## src/design/abdf_pkg.sv

```systemverilog
// Shared types, constants and anchor table for the anchor box decode filter.
package abdf_pkg;

    localparam int VALUE_W   = 16;
    localparam int COORD_W   = 10;
    localparam int ROWCNT_W  = 20;
    localparam int POS_W     = 9;
    localparam int ANCHOR_W  = 9;
    localparam int EDGE_W    = 52;

    localparam logic [1:0] CFG_SCORE_THRESHOLD = 2'd0;
    localparam logic [1:0] CFG_INPUT_WIDTH     = 2'd1;
    localparam logic [1:0] CFG_INPUT_HEIGHT    = 2'd2;
    localparam logic [1:0] CFG_CLASS_COUNT     = 2'd3;

    localparam logic [15:0] THRESHOLD_RESET = 16'd16384;
    localparam logic [12:0] INPUT_W_RESET   = 13'd640;
    localparam logic [12:0] INPUT_H_RESET   = 13'd640;
    localparam logic [7:0]  CLASSES_RESET   = 8'd80;

    // anchor sizes in pixels, [level][anchor]
    localparam logic [ANCHOR_W-1:0] ANCHOR_WIDTHS [3][3] = '{
        '{9'd10,  9'd16,  9'd33},
        '{9'd30,  9'd62,  9'd59},
        '{9'd116, 9'd156, 9'd373}
    };
    localparam logic [ANCHOR_W-1:0] ANCHOR_HEIGHTS [3][3] = '{
        '{9'd13,  9'd30,  9'd23},
        '{9'd61,  9'd45,  9'd119},
        '{9'd90,  9'd198, 9'd326}
    };

    typedef enum logic [3:0] {
        OP_NONE      = 4'd0,
        OP_SCORE     = 4'd1,
        OP_W_SQUARE  = 4'd2,
        OP_W_ANCHOR  = 4'd3,
        OP_H_SQUARE  = 4'd4,
        OP_H_ANCHOR  = 4'd5,
        OP_EDGE_XMIN = 4'd6,
        OP_EDGE_YMIN = 4'd7,
        OP_EDGE_XMAX = 4'd8,
        OP_EDGE_YMAX = 4'd9
    } arith_op_t;

    typedef struct packed {
        logic restart;
        logic advance;
        logic settle;
    } grid_ctrl_t;

    typedef struct packed {
        logic [COORD_W-1:0]  col;
        logic [COORD_W-1:0]  row;
        logic [1:0]          anchor;
        logic [1:0]          level;
        logic [ROWCNT_W-1:0] row_count;
        logic                active;
        logic                more;
    } grid_stat_t;

    typedef struct packed {
        logic [VALUE_W-1:0] dx;
        logic [VALUE_W-1:0] dy;
        logic [VALUE_W-1:0] dw;
        logic [VALUE_W-1:0] dh;
        logic [VALUE_W-1:0] objectness;
        logic [VALUE_W-1:0] best_score;
        logic [7:0]         best_index;
    } row_data_t;

    typedef struct packed {
        logic signed [15:0] x_min;
        logic signed [15:0] y_min;
        logic signed [15:0] x_max;
        logic signed [15:0] y_max;
    } box_t;

    function automatic logic [ANCHOR_W-1:0] anchor_size(
        input logic [1:0] level,
        input logic [1:0] anchor,
        input logic       height
    );
        logic [ANCHOR_W-1:0] size;
        size = '0;
        if (level < 2'd3 && anchor < 2'd3)
        begin
            size = height ? ANCHOR_HEIGHTS[level][anchor] : ANCHOR_WIDTHS[level][anchor];
        end
        return size;
    endfunction

    // grid extent along one axis at a level: pixels >> (3 + level)
    function automatic logic [COORD_W-1:0] grid_extent(
        input logic [12:0] pixels,
        input logic [1:0]  level
    );
        logic [COORD_W-1:0] ext;
        case (level)
            2'd0:    ext = pixels[12:3];
            2'd1:    ext = {1'b0, pixels[12:4]};
            2'd2:    ext = {2'b0, pixels[12:5]};
            default: ext = '0;
        endcase
        return ext;
    endfunction

endpackage

```

## src/design/abdf_row_acc.sv

```systemverilog
// Row element capture: box offsets, objectness and running class argmax.
module abdf_row_acc #(
    parameter int MAX_CLASSES = 255
) (
    input  logic                      clk,
    input  logic                      rst_n,
    input  logic                      accept,
    input  logic                      frame_start,
    input  logic [15:0]               value,
    input  logic [7:0]                class_count,
    output logic                      row_last,
    output abdf_pkg::row_data_t       row_data
);
    import abdf_pkg::*;

    localparam logic [7:0] CLASS_LIMIT = 8'(MAX_CLASSES);

    logic [POS_W-1:0]   pos_reg, pos_next, pos_eff;
    logic [VALUE_W-1:0] offsets_reg [4];
    logic [VALUE_W-1:0] obj_reg;
    logic [VALUE_W-1:0] best_reg;
    logic [7:0]         best_idx_reg;
    logic [7:0]         classes;
    logic [7:0]         k;
    logic               is_class;

    always_comb
    begin
        if (class_count == 8'd0)
            classes = 8'd1;
        else if (class_count > CLASS_LIMIT)
            classes = CLASS_LIMIT;
        else
            classes = class_count;
    end

    assign pos_eff  = frame_start ? '0 : pos_reg;
    assign is_class = pos_eff >= POS_W'(5);
    assign k        = 8'(pos_eff - POS_W'(5));
    assign row_last = is_class && ({1'b0, k} + 9'd1 >= {1'b0, classes});
    assign pos_next = row_last ? '0 : pos_eff + POS_W'(1);

    always_ff @(posedge clk or negedge rst_n)
    begin
        if (!rst_n)
        begin
            pos_reg      <= '0;
            offsets_reg  <= '{default: '0};
            obj_reg      <= '0;
            best_reg     <= '0;
            best_idx_reg <= '0;
        end
        else if (accept)
        begin
            pos_reg <= pos_next;
            if (pos_eff < POS_W'(4))
                offsets_reg[pos_eff[1:0]] <= value;
            else if (pos_eff == POS_W'(4))
                obj_reg <= value;
            else if (k == 8'd0 || value > best_reg)
            begin
                best_reg     <= value;
                best_idx_reg <= k;
            end
        end
    end

    assign row_data.dx         = offsets_reg[0];
    assign row_data.dy         = offsets_reg[1];
    assign row_data.dw         = offsets_reg[2];
    assign row_data.dh         = offsets_reg[3];
    assign row_data.objectness = obj_reg;
    assign row_data.best_score = best_reg;
    assign row_data.best_index = best_idx_reg;

endmodule

```

## src/design/abdf_grid.sv

```systemverilog
// Grid position counters: column, row, anchor, level and row number.
module abdf_grid #(
    parameter int LEVELS            = 3,
    parameter int ANCHORS_PER_LEVEL = 3
) (
    input  logic                 clk,
    input  logic                 rst_n,
    input  abdf_pkg::grid_ctrl_t ctrl,
    input  logic [12:0]          input_width,
    input  logic [12:0]          input_height,
    output abdf_pkg::grid_stat_t stat
);
    import abdf_pkg::*;

    localparam logic [1:0] LEVEL_END  = 2'(LEVELS);
    localparam logic [2:0] ANCHOR_END = 3'(ANCHORS_PER_LEVEL);

    logic [COORD_W-1:0]  col_reg, row_reg;
    logic [1:0]          anchor_reg, level_reg;
    logic [ROWCNT_W-1:0] rcnt_reg;

    logic [COORD_W-1:0] gw, gh;
    logic [COORD_W-1:0] s_col;
    logic [COORD_W:0]   s_row;
    logic [2:0]         s_anchor;
    logic [1:0]         s_level;
    logic               s_more;
    logic               active;

    assign active = level_reg < LEVEL_END;
    assign gw     = grid_extent(input_width, level_reg);
    assign gh     = grid_extent(input_height, level_reg);

    // one pass of the settle loop
    always_comb
    begin
        s_col    = col_reg;
        s_row    = {1'b0, row_reg};
        s_anchor = {1'b0, anchor_reg};
        s_level  = level_reg;
        s_more   = 1'b0;
        if (active)
        begin
            if (gw == '0 || gh == '0)
            begin
                s_col    = '0;
                s_row    = '0;
                s_anchor = '0;
                s_level  = level_reg + 2'd1;
                s_more   = 1'b1;
            end
            else
            begin
                if (s_col >= gw)
                begin
                    s_col = '0;
                    s_row = s_row + 11'd1;
                end
                if (s_row >= {1'b0, gh})
                begin
                    s_row    = '0;
                    s_anchor = s_anchor + 3'd1;
                end
                if (s_anchor >= ANCHOR_END)
                begin
                    s_anchor = '0;
                    s_level  = level_reg + 2'd1;
                    s_more   = 1'b1;
                end
            end
        end
    end

    always_ff @(posedge clk or negedge rst_n)
    begin
        if (!rst_n)
        begin
            col_reg    <= '0;
            row_reg    <= '0;
            anchor_reg <= '0;
            level_reg  <= '0;
            rcnt_reg   <= '0;
        end
        else if (ctrl.restart)
        begin
            col_reg    <= '0;
            row_reg    <= '0;
            anchor_reg <= '0;
            level_reg  <= '0;
            rcnt_reg   <= '0;
        end
        else if (ctrl.advance)
        begin
            rcnt_reg <= rcnt_reg + ROWCNT_W'(1);
            if (active)
                col_reg <= col_reg + COORD_W'(1);
        end
        else if (ctrl.settle)
        begin
            col_reg    <= s_col;
            row_reg    <= s_row[COORD_W-1:0];
            anchor_reg <= s_anchor[1:0];
            level_reg  <= s_level;
        end
    end

    assign stat.col       = col_reg;
    assign stat.row       = row_reg;
    assign stat.anchor    = anchor_reg;
    assign stat.level     = level_reg;
    assign stat.row_count = rcnt_reg;
    assign stat.active    = active;
    assign stat.more      = s_more;

endmodule

```

## src/design/abdf_arith.sv

```systemverilog
// Shared 32x16 multiplier and edge adder/rounder used by the row sequencer.
module abdf_arith (
    input  logic                clk,
    input  abdf_pkg::arith_op_t op,
    input  abdf_pkg::row_data_t row_data,
    input  abdf_pkg::grid_stat_t pos,
    output logic [15:0]         score,
    output abdf_pkg::box_t      box
);
    import abdf_pkg::*;

    logic [31:0] mul_a;
    logic [15:0] mul_b;
    logic [47:0] mul_p;
    logic [47:0] prod_reg;
    logic [40:0] hw_reg;
    box_t        box_reg;

    logic                     sel_y, sub;
    logic [VALUE_W-1:0]       off;
    logic [COORD_W-1:0]       coord;
    logic [5:0]               shamt;
    logic signed [EDGE_W-1:0] base, cent, half2, v, rnd;
    logic signed [23:0]       q;
    logic signed [15:0]       edge_q;

    always_comb
    begin
        mul_a = '0;
        mul_b = '0;
        unique case (op)
            OP_SCORE:
            begin
                mul_a = {16'b0, row_data.objectness};
                mul_b = row_data.best_score;
            end
            OP_W_SQUARE:
            begin
                mul_a = {16'b0, row_data.dw};
                mul_b = row_data.dw;
            end
            OP_W_ANCHOR:
            begin
                mul_a = prod_reg[31:0];
                mul_b = {7'b0, anchor_size(pos.level, pos.anchor, 1'b0)};
            end
            OP_H_SQUARE:
            begin
                mul_a = {16'b0, row_data.dh};
                mul_b = row_data.dh;
            end
            OP_H_ANCHOR:
            begin
                mul_a = prod_reg[31:0];
                mul_b = {7'b0, anchor_size(pos.level, pos.anchor, 1'b1)};
            end
            default:
            begin
                mul_a = '0;
                mul_b = '0;
            end
        endcase
    end

    assign mul_p = mul_a * mul_b;

    // edges in units of 2^-32 pixel: center = (2d - 0.5 + cell) * stride,
    // half size = 2 * d^2 * anchor
    assign sel_y = (op == OP_EDGE_YMIN) || (op == OP_EDGE_YMAX);
    assign sub   = (op == OP_EDGE_XMIN) || (op == OP_EDGE_YMIN);
    assign off   = sel_y ? row_data.dy : row_data.dx;
    assign coord = sel_y ? pos.row : pos.col;
    assign shamt = 6'd19 + {4'b0, pos.level};

    always_comb
    begin
        base  = $signed({26'b0, coord, 16'b0}) + $signed({35'b0, off, 1'b0})
                - 52'sd32768;
        cent  = base <<< shamt;
        half2 = $signed({10'b0, (sel_y ? prod_reg[40:0] : hw_reg), 1'b0});
        v     = sub ? cent - half2 : cent + half2;
        rnd   = v + 52'sd134217728;
        q     = rnd[51:28];
        if (q > 24'sd32767)
            edge_q = 16'sh7fff;
        else if (q < -24'sd32768)
            edge_q = 16'sh8000;
        else
            edge_q = q[15:0];
    end

    always_ff @(posedge clk)
    begin
        if (op == OP_SCORE || op == OP_W_SQUARE || op == OP_W_ANCHOR
            || op == OP_H_SQUARE || op == OP_H_ANCHOR)
            prod_reg <= mul_p;
        if (op == OP_H_SQUARE)
            hw_reg <= prod_reg[40:0];
        case (op)
            OP_EDGE_XMIN: box_reg.x_min <= edge_q;
            OP_EDGE_YMIN: box_reg.y_min <= edge_q;
            OP_EDGE_XMAX: box_reg.x_max <= edge_q;
            OP_EDGE_YMAX: box_reg.y_max <= edge_q;
            default:      box_reg <= box_reg;
        endcase
    end

    assign score = prod_reg[31:16];
    assign box   = box_reg;

endmodule

```

## src/design/anchor_box_decode_filter_core.sv

```systemverilog
// Top level: config registers, row sequencer and output register.
//
// Input channel (in_valid/in_ready): one network output value per item, row
// by row; frame_start on an item restarts the row and grid counters.
// Output channel (out_valid/out_ready): one decoded box per kept row.
// Config port: cfg_we writes cfg_data into register cfg_index at once.
//
// Sequencing: an item that does not end a row leaves the block idle, so the
// next item can be taken without a pause. An item that ends a row starts the
// sequencer: score multiply and threshold check, then for a kept row the width
// and height square and anchor multiplies and the x_min, y_min, x_max and y_max
// edges on the one shared multiplier and edge unit plus a load into the output
// register, then the counter update and the settle steps that bring the grid to
// a valid position. in_ready is low during all of this. A frame_start item
// restarts the counters and then runs the settle steps too. The output register
// holds a result until taken; a stalled receiver only blocks the sequencer at
// the load step of the next kept row. Reset restores the register defaults and
// clears all counters; the block is ready as soon as reset is released.
module anchor_box_decode_filter_core #(
    parameter int LEVELS            = 3,
    parameter int ANCHORS_PER_LEVEL = 3,
    parameter int MAX_CLASSES       = 255
) (
    input  logic               clk,
    input  logic               rst_n,
    input  logic               cfg_we,
    input  logic [1:0]         cfg_index,
    input  logic [15:0]        cfg_data,
    input  logic               in_valid,
    output logic               in_ready,
    input  logic [15:0]        value,
    input  logic               frame_start,
    output logic               out_valid,
    input  logic               out_ready,
    output logic signed [15:0] x_min,
    output logic signed [15:0] y_min,
    output logic signed [15:0] x_max,
    output logic signed [15:0] y_max,
    output logic [7:0]         class_label,
    output logic [15:0]        score,
    output logic [19:0]        candidate_index
);
    import abdf_pkg::*;

    typedef enum logic [13:0] {
        ST_IDLE      = 14'b00000000000001,
        ST_SETTLE    = 14'b00000000000010,
        ST_SCORE     = 14'b00000000000100,
        ST_CHECK     = 14'b00000000001000,
        ST_W_SQUARE  = 14'b00000000010000,
        ST_W_ANCHOR  = 14'b00000000100000,
        ST_H_SQUARE  = 14'b00000001000000,
        ST_H_ANCHOR  = 14'b00000010000000,
        ST_EDGE_XMIN = 14'b00000100000000,
        ST_EDGE_YMIN = 14'b00001000000000,
        ST_EDGE_XMAX = 14'b00010000000000,
        ST_EDGE_YMAX = 14'b00100000000000,
        ST_EMIT      = 14'b01000000000000,
        ST_ADVANCE   = 14'b10000000000000
    } state_t;

    state_t state_reg, state_next;

    logic [15:0] thr_reg;
    logic [12:0] width_reg, height_reg;
    logic [7:0]  classes_reg;

    logic        accept;
    logic        row_last;
    row_data_t   row_data;
    grid_ctrl_t  grid_ctrl;
    grid_stat_t  grid_stat;
    arith_op_t   op;
    logic [15:0] arith_score;
    box_t        box;

    logic        out_valid_reg, out_valid_next;
    logic        load;
    box_t        box_out_reg;
    logic [7:0]  label_reg;
    logic [15:0] score_reg, score_out_reg;
    logic [19:0] cand_reg;

    assign in_ready = (state_reg == ST_IDLE);
    assign accept   = in_valid && in_ready;

    always_ff @(posedge clk or negedge rst_n)
    begin
        if (!rst_n)
        begin
            thr_reg     <= THRESHOLD_RESET;
            width_reg   <= INPUT_W_RESET;
            height_reg  <= INPUT_H_RESET;
            classes_reg <= CLASSES_RESET;
        end
        else if (cfg_we)
        begin
            unique case (cfg_index)
                CFG_SCORE_THRESHOLD: thr_reg     <= cfg_data;
                CFG_INPUT_WIDTH:     width_reg   <= cfg_data[12:0];
                CFG_INPUT_HEIGHT:    height_reg  <= cfg_data[12:0];
                CFG_CLASS_COUNT:     classes_reg <= cfg_data[7:0];
                default:             thr_reg     <= thr_reg;
            endcase
        end
    end

    abdf_row_acc #(
        .MAX_CLASSES (MAX_CLASSES)
    ) u_row_acc (
        .clk         (clk),
        .rst_n       (rst_n),
        .accept      (accept),
        .frame_start (frame_start),
        .value       (value),
        .class_count (classes_reg),
        .row_last    (row_last),
        .row_data    (row_data)
    );

    abdf_grid #(
        .LEVELS            (LEVELS),
        .ANCHORS_PER_LEVEL (ANCHORS_PER_LEVEL)
    ) u_grid (
        .clk          (clk),
        .rst_n        (rst_n),
        .ctrl         (grid_ctrl),
        .input_width  (width_reg),
        .input_height (height_reg),
        .stat         (grid_stat)
    );

    abdf_arith u_arith (
        .clk      (clk),
        .op       (op),
        .row_data (row_data),
        .pos      (grid_stat),
        .score    (arith_score),
        .box      (box)
    );

    always_comb
    begin
        state_next        = state_reg;
        op                = OP_NONE;
        grid_ctrl.restart = 1'b0;
        grid_ctrl.advance = 1'b0;
        grid_ctrl.settle  = 1'b0;
        load              = 1'b0;
        unique case (state_reg)
            ST_IDLE:
            begin
                if (accept)
                begin
                    if (frame_start)
                    begin
                        grid_ctrl.restart = 1'b1;
                        state_next        = ST_SETTLE;
                    end
                    else if (row_last)
                    begin
                        state_next = ST_SCORE;
                    end
                end
            end
            ST_SETTLE:
            begin
                grid_ctrl.settle = 1'b1;
                if (!grid_stat.more)
                    state_next = ST_IDLE;
            end
            ST_SCORE:
            begin
                op         = OP_SCORE;
                state_next = ST_CHECK;
            end
            ST_CHECK:
            begin
                if (grid_stat.active && arith_score > thr_reg)
                    state_next = ST_W_SQUARE;
                else
                    state_next = ST_ADVANCE;
            end
            ST_W_SQUARE:
            begin
                op         = OP_W_SQUARE;
                state_next = ST_W_ANCHOR;
            end
            ST_W_ANCHOR:
            begin
                op         = OP_W_ANCHOR;
                state_next = ST_H_SQUARE;
            end
            ST_H_SQUARE:
            begin
                op         = OP_H_SQUARE;
                state_next = ST_H_ANCHOR;
            end
            ST_H_ANCHOR:
            begin
                op         = OP_H_ANCHOR;
                state_next = ST_EDGE_XMIN;
            end
            ST_EDGE_XMIN:
            begin
                op         = OP_EDGE_XMIN;
                state_next = ST_EDGE_YMIN;
            end
            ST_EDGE_YMIN:
            begin
                op         = OP_EDGE_YMIN;
                state_next = ST_EDGE_XMAX;
            end
            ST_EDGE_XMAX:
            begin
                op         = OP_EDGE_XMAX;
                state_next = ST_EDGE_YMAX;
            end
            ST_EDGE_YMAX:
            begin
                op         = OP_EDGE_YMAX;
                state_next = ST_EMIT;
            end
            ST_EMIT:
            begin
                if (!out_valid_reg || out_ready)
                begin
                    load       = 1'b1;
                    state_next = ST_ADVANCE;
                end
            end
            ST_ADVANCE:
            begin
                grid_ctrl.advance = 1'b1;
                state_next        = ST_SETTLE;
            end
            default:
            begin
                state_next = ST_IDLE;
            end
        endcase
    end

    always_comb
    begin
        out_valid_next = out_valid_reg;
        if (out_valid_reg && out_ready)
            out_valid_next = 1'b0;
        if (load)
            out_valid_next = 1'b1;
    end

    always_ff @(posedge clk or negedge rst_n)
    begin
        if (!rst_n)
        begin
            state_reg     <= ST_IDLE;
            out_valid_reg <= 1'b0;
        end
        else
        begin
            state_reg     <= state_next;
            out_valid_reg <= out_valid_next;
        end
    end

    always_ff @(posedge clk)
    begin
        if (state_reg == ST_CHECK)
            score_reg <= arith_score;
        if (load)
        begin
            box_out_reg   <= box;
            label_reg     <= row_data.best_index;
            score_out_reg <= score_reg;
            cand_reg      <= grid_stat.row_count;
        end
    end

    assign out_valid       = out_valid_reg;
    assign x_min           = box_out_reg.x_min;
    assign y_min           = box_out_reg.y_min;
    assign x_max           = box_out_reg.x_max;
    assign y_max           = box_out_reg.y_max;
    assign class_label     = label_reg;
    assign score           = score_out_reg;
    assign candidate_index = cand_reg;

endmodule

```

## config.mk

```make
export PLATFORM = sky130hd
export DESIGN_NAME = anchor_box_decode_filter_core
export DESIGN_NICKNAME = d
export VERILOG_FILES = /design/src/design/abdf_pkg.sv /design/src/design/abdf_row_acc.sv /design/src/design/abdf_grid.sv /design/src/design/abdf_arith.sv /design/src/design/anchor_box_decode_filter_core.sv
export SDC_FILE = /design/constraint.sdc
export NUM_CORES = 2
export LEC_CHECK = 0
export BUFFER_PORTS_ARGS = -buffer_cell sky130_fd_sc_hd__buf_4
export CORE_MARGIN = 5
export CORE_UTILIZATION = 46
export CTS_CLUSTER_SIZE = 10
export DETAILED_ROUTE_END_ITERATION = 16
export PLACE_DENSITY = 0.66
export SETUP_SLACK_MARGIN = 0.5
export SYNTH_ARGS = -nofsm -noshare
export SYNTH_HDL_FRONTEND = slang
export SYNTH_SLANG_ARGS = --single-unit
```

## constraint.sdc

```tcl
create_clock -name clk -period 13.5 [get_ports clk]
set_clock_uncertainty 0.2 [all_clocks]
set_input_delay 1.35 -clock clk [delete_from_list [all_inputs] [get_ports clk]]
set_output_delay 1.35 -clock clk [all_outputs]
set_load 0.005 [all_outputs]
```

==> metrics <==
half-perimeter wire length after placement=between 70,000 and 80,000 um; mean instance size in the synthesized netlist=10.3 um2; vias after detailed routing=29,136; clock insertion delay at the later pin of the skew report=0.64 ns; routed length per instance=19.7 um; number of buffers inserted by hold repair at cts=0; PortBufs=149; Max stage delay on crit path=0.84 ns; TritonCTS clock tree=done; combinational family with the most area after synthesis=adder cells; GP Congestion=0.943; xor/xnor share of the synthesized area=3.45%; Final nets=4,707; number of diodes=0; run status=finished clean; headroom to the max-slew limit=23.7%; number of sinks driven by the clock tree=486; final count of negative-setup-slack endpoints=0; total area of multi-input combinational cells=0.0246 mm2; Floorplan Core Area=0.0869 mm2; count of distinct cell types in the synthesized netlist=94; cell area power density=approximately 140 mW/mm2; Synth Area in Simple Gates=between 10% and 20%; Worst Tran Pin Value=1.14 ns; leading register cell type out of synthesis=edfxtp_1; most common cell after layout, fill and taps aside=inv_1; critical-path maximum fanout=42; worst hold margin=0.212 ns; max capacitance violation total=0; DRC viols=0; wire length reported by the detailed router=104,000 um; number of cell instances on the worst register-to-register path=33; met3 track utilization from global routing=approximately 2.8%; mux cell area share after synthesis=6.77%; initial antenna violation count=1; Hold Violations, Final=0; worst flop-to-flop path endpoint=u_arith.prod_reg[40]; Core Util, Final=~51%; Vias per Instance=5.54; critical path class=flip-flop to flip-flop; Non-Filler Instances=5,260; root buffer selected by CTS=clkbuf_16; startpoint class of the critical path=flip-flop; growth of design area from synthesis to finish=10.5%; Max Clk Rate=between 80 and 90 MHz; Static Leakage=19.9 nW; Clock Pin Slew Worst Setup and Hold Paths=about 0.06 ns; setup bufs post-CTS=0; largest net degree at the start of global routing=75; Ys Warns=0; Synth Register Bits=486; Req. time, crit path=13.64 ns; portion of the clock cycle consumed by the worst path in the final layout=87.3%; grt peak-use layer=met2; RSZ-0062 raised after global routing=false; Worst path slowest cell=ha_2; number of H-tree levels=2; final sum of negative setup slack=0 ns; worst reg2reg path startpoint=u_grid.level_reg[0]; cell class contributing the biggest share of worst-path delay=adder cells; horizontal die dimension=306 um; number of clock buffers inserted by TritonCTS=57; Core Rows=108; register area=around 0.014 mm2; fraction of the mapped netlist area in adder cells=26.1%; Cell Count Post-Placement=5,162; Post-CTS Resized=0; VDD IR max=~0.11 mV; Tightest Hold Check Type=flip-flop to flip-flop; GRT met1 Usage=between 30 and 40%; die area=0.0935 mm2; number of enable flip-flop cells after synthesis=270; first-pass GRT wire length=165,000 um; Crit path buffers/inverters=7; fraction of layout instances using a drive strength above 1=between 10% and 20%; Fill cells=approximately 8,000; Stages on worst setup path=33; M2 GR Usage=36.3%; endpoint type of the worst setup path=flip-flop; Detailed Routing Iterations Pass 1=8; DRC violation total after the first TritonRoute iteration=2,466; leading cell types in the layout, fill and taps excluded=495 x inv_1, 490 x nand2_1, 399 x fa_1; worst setup timing slack at the placement stage=1.86 ns; Die Ht=306 um; register area share after synthesis=33.6%; data arrival time of the worst path=11.92 ns; async set or reset register ratio after synthesis=44.4%; all-layer global routing usage=between 20% and 30%; number of global-route vias before repair=slightly below 30,000; Synth Instances=3,919; io pins=150; number of nets with antenna violations after routing=0; pins over their slew limit=0; compound-gate portion of the synthesized area=9.43%; crit path setup slack, layout=1.72 ns; critical path capture point=u_arith.prod_reg[40]; Clock Tree Buf Depth=3; summed instance area of the synthesized netlist=0.0403 mm2; starting density of the core=approximately 46%; R2R setup slack=1.72 ns; launch point of the worst path=u_grid.level_reg[0]; final critical delay including setup and external delays=11.78 ns; total gr overflow=0
[logic make-up (layout without fill, tap and decap cells)]
group / count (synthesis) / in the layout
buffers and inverters: 673 / 777
XOR/XNOR: 157 / 157
AND/OR/NAND/NOR: 1179 / 1179
flip-flops: 486 / 486
multiplexers: 256 / 256
AO/OA/AOI/OAI: 565 / 565
adder cells (fa/ha/maj): 601 / 601
other: 2 / 84
[final cells by class]
type,count,share of cell area (%)
multi-input cells,2842,55.2
flip-flops and latches,486,30.4
inverters,496,4.19
clock buffers,91,3.56
well taps,1155,3.25
repair buffers,183,3.11
clock inverters,7,0.256
[synthesized netlist by cell type (72+ instances only)]
library cell  number  area (um2)
nor3_1            72         360
dfrtp_1          208        5200
ha_1             202        2530
xnor2_1           92         806
fa_1             399        7990
a21oi_1          116         581
clkbuf_1         155         582
mux2_2           131        1480
nand2_1          490        1840
inv_1            495        1860
nor2_1           189         709
mux2i_1          125        1250
edfxtp_1         270        8110
o21ai_0          138         691
[per-layer routing]
metal,up-vias,wire (um),part of all wire (%)
met1,14492,45200,44
met3,201,6290,6.1
met4,0,3610,3.5
met2,978,48600,47
li1,13465,-,-
met5,-,0,0
[worst reg2reg max path, delay by kind of cell (launching register included)]
family          cells  cell delay, ns
fa+ha+maj           8            4.22
xor+xnor            1            0.13
buf+inv             7            1.50
simple gates        6            1.60
flops               1            0.54
compound gates     11            3.35
[where the power goes]
part / internal, W / leakage [nW] / switching, W
sequential: 0.00191 / 5.19 / 0.000214
combinational: 0.00116 / 13.9 / 0.00171
clock: 0.000819 / 0.808 / 0.000591
total: 0.00389 / 19.9 / 0.00252
[per-stage QoR]
step	total power [W]	instance area [um2]
floorplan	0.00421	40600
global placement	0.00495	42800
detailed placement	0.00500	42800
CTS	0.00643	44500
global route	0.00686	44500
finish	0.00641	44500
[worst min-delay path by stage]
stage	cells after the start	slack [ns]	to	startpoint
6_report	0	0.21	y_max[11]	u_arith.box[11]
3_5_place_dp	0	0.20	score[13]	score_reg[13]
5_1_grt	0	0.22	x_max[8]	u_arith.box[24]
3_3_place_gp	0	0.20	x_min[11]	u_arith.box[59]
2_1_floorplan	0	0.20	score[0]	score_reg[0]
4_1_cts	0	0.21	y_max[11]	u_arith.box[11]
Note: power is estimated with default switching activity, not from simulation.
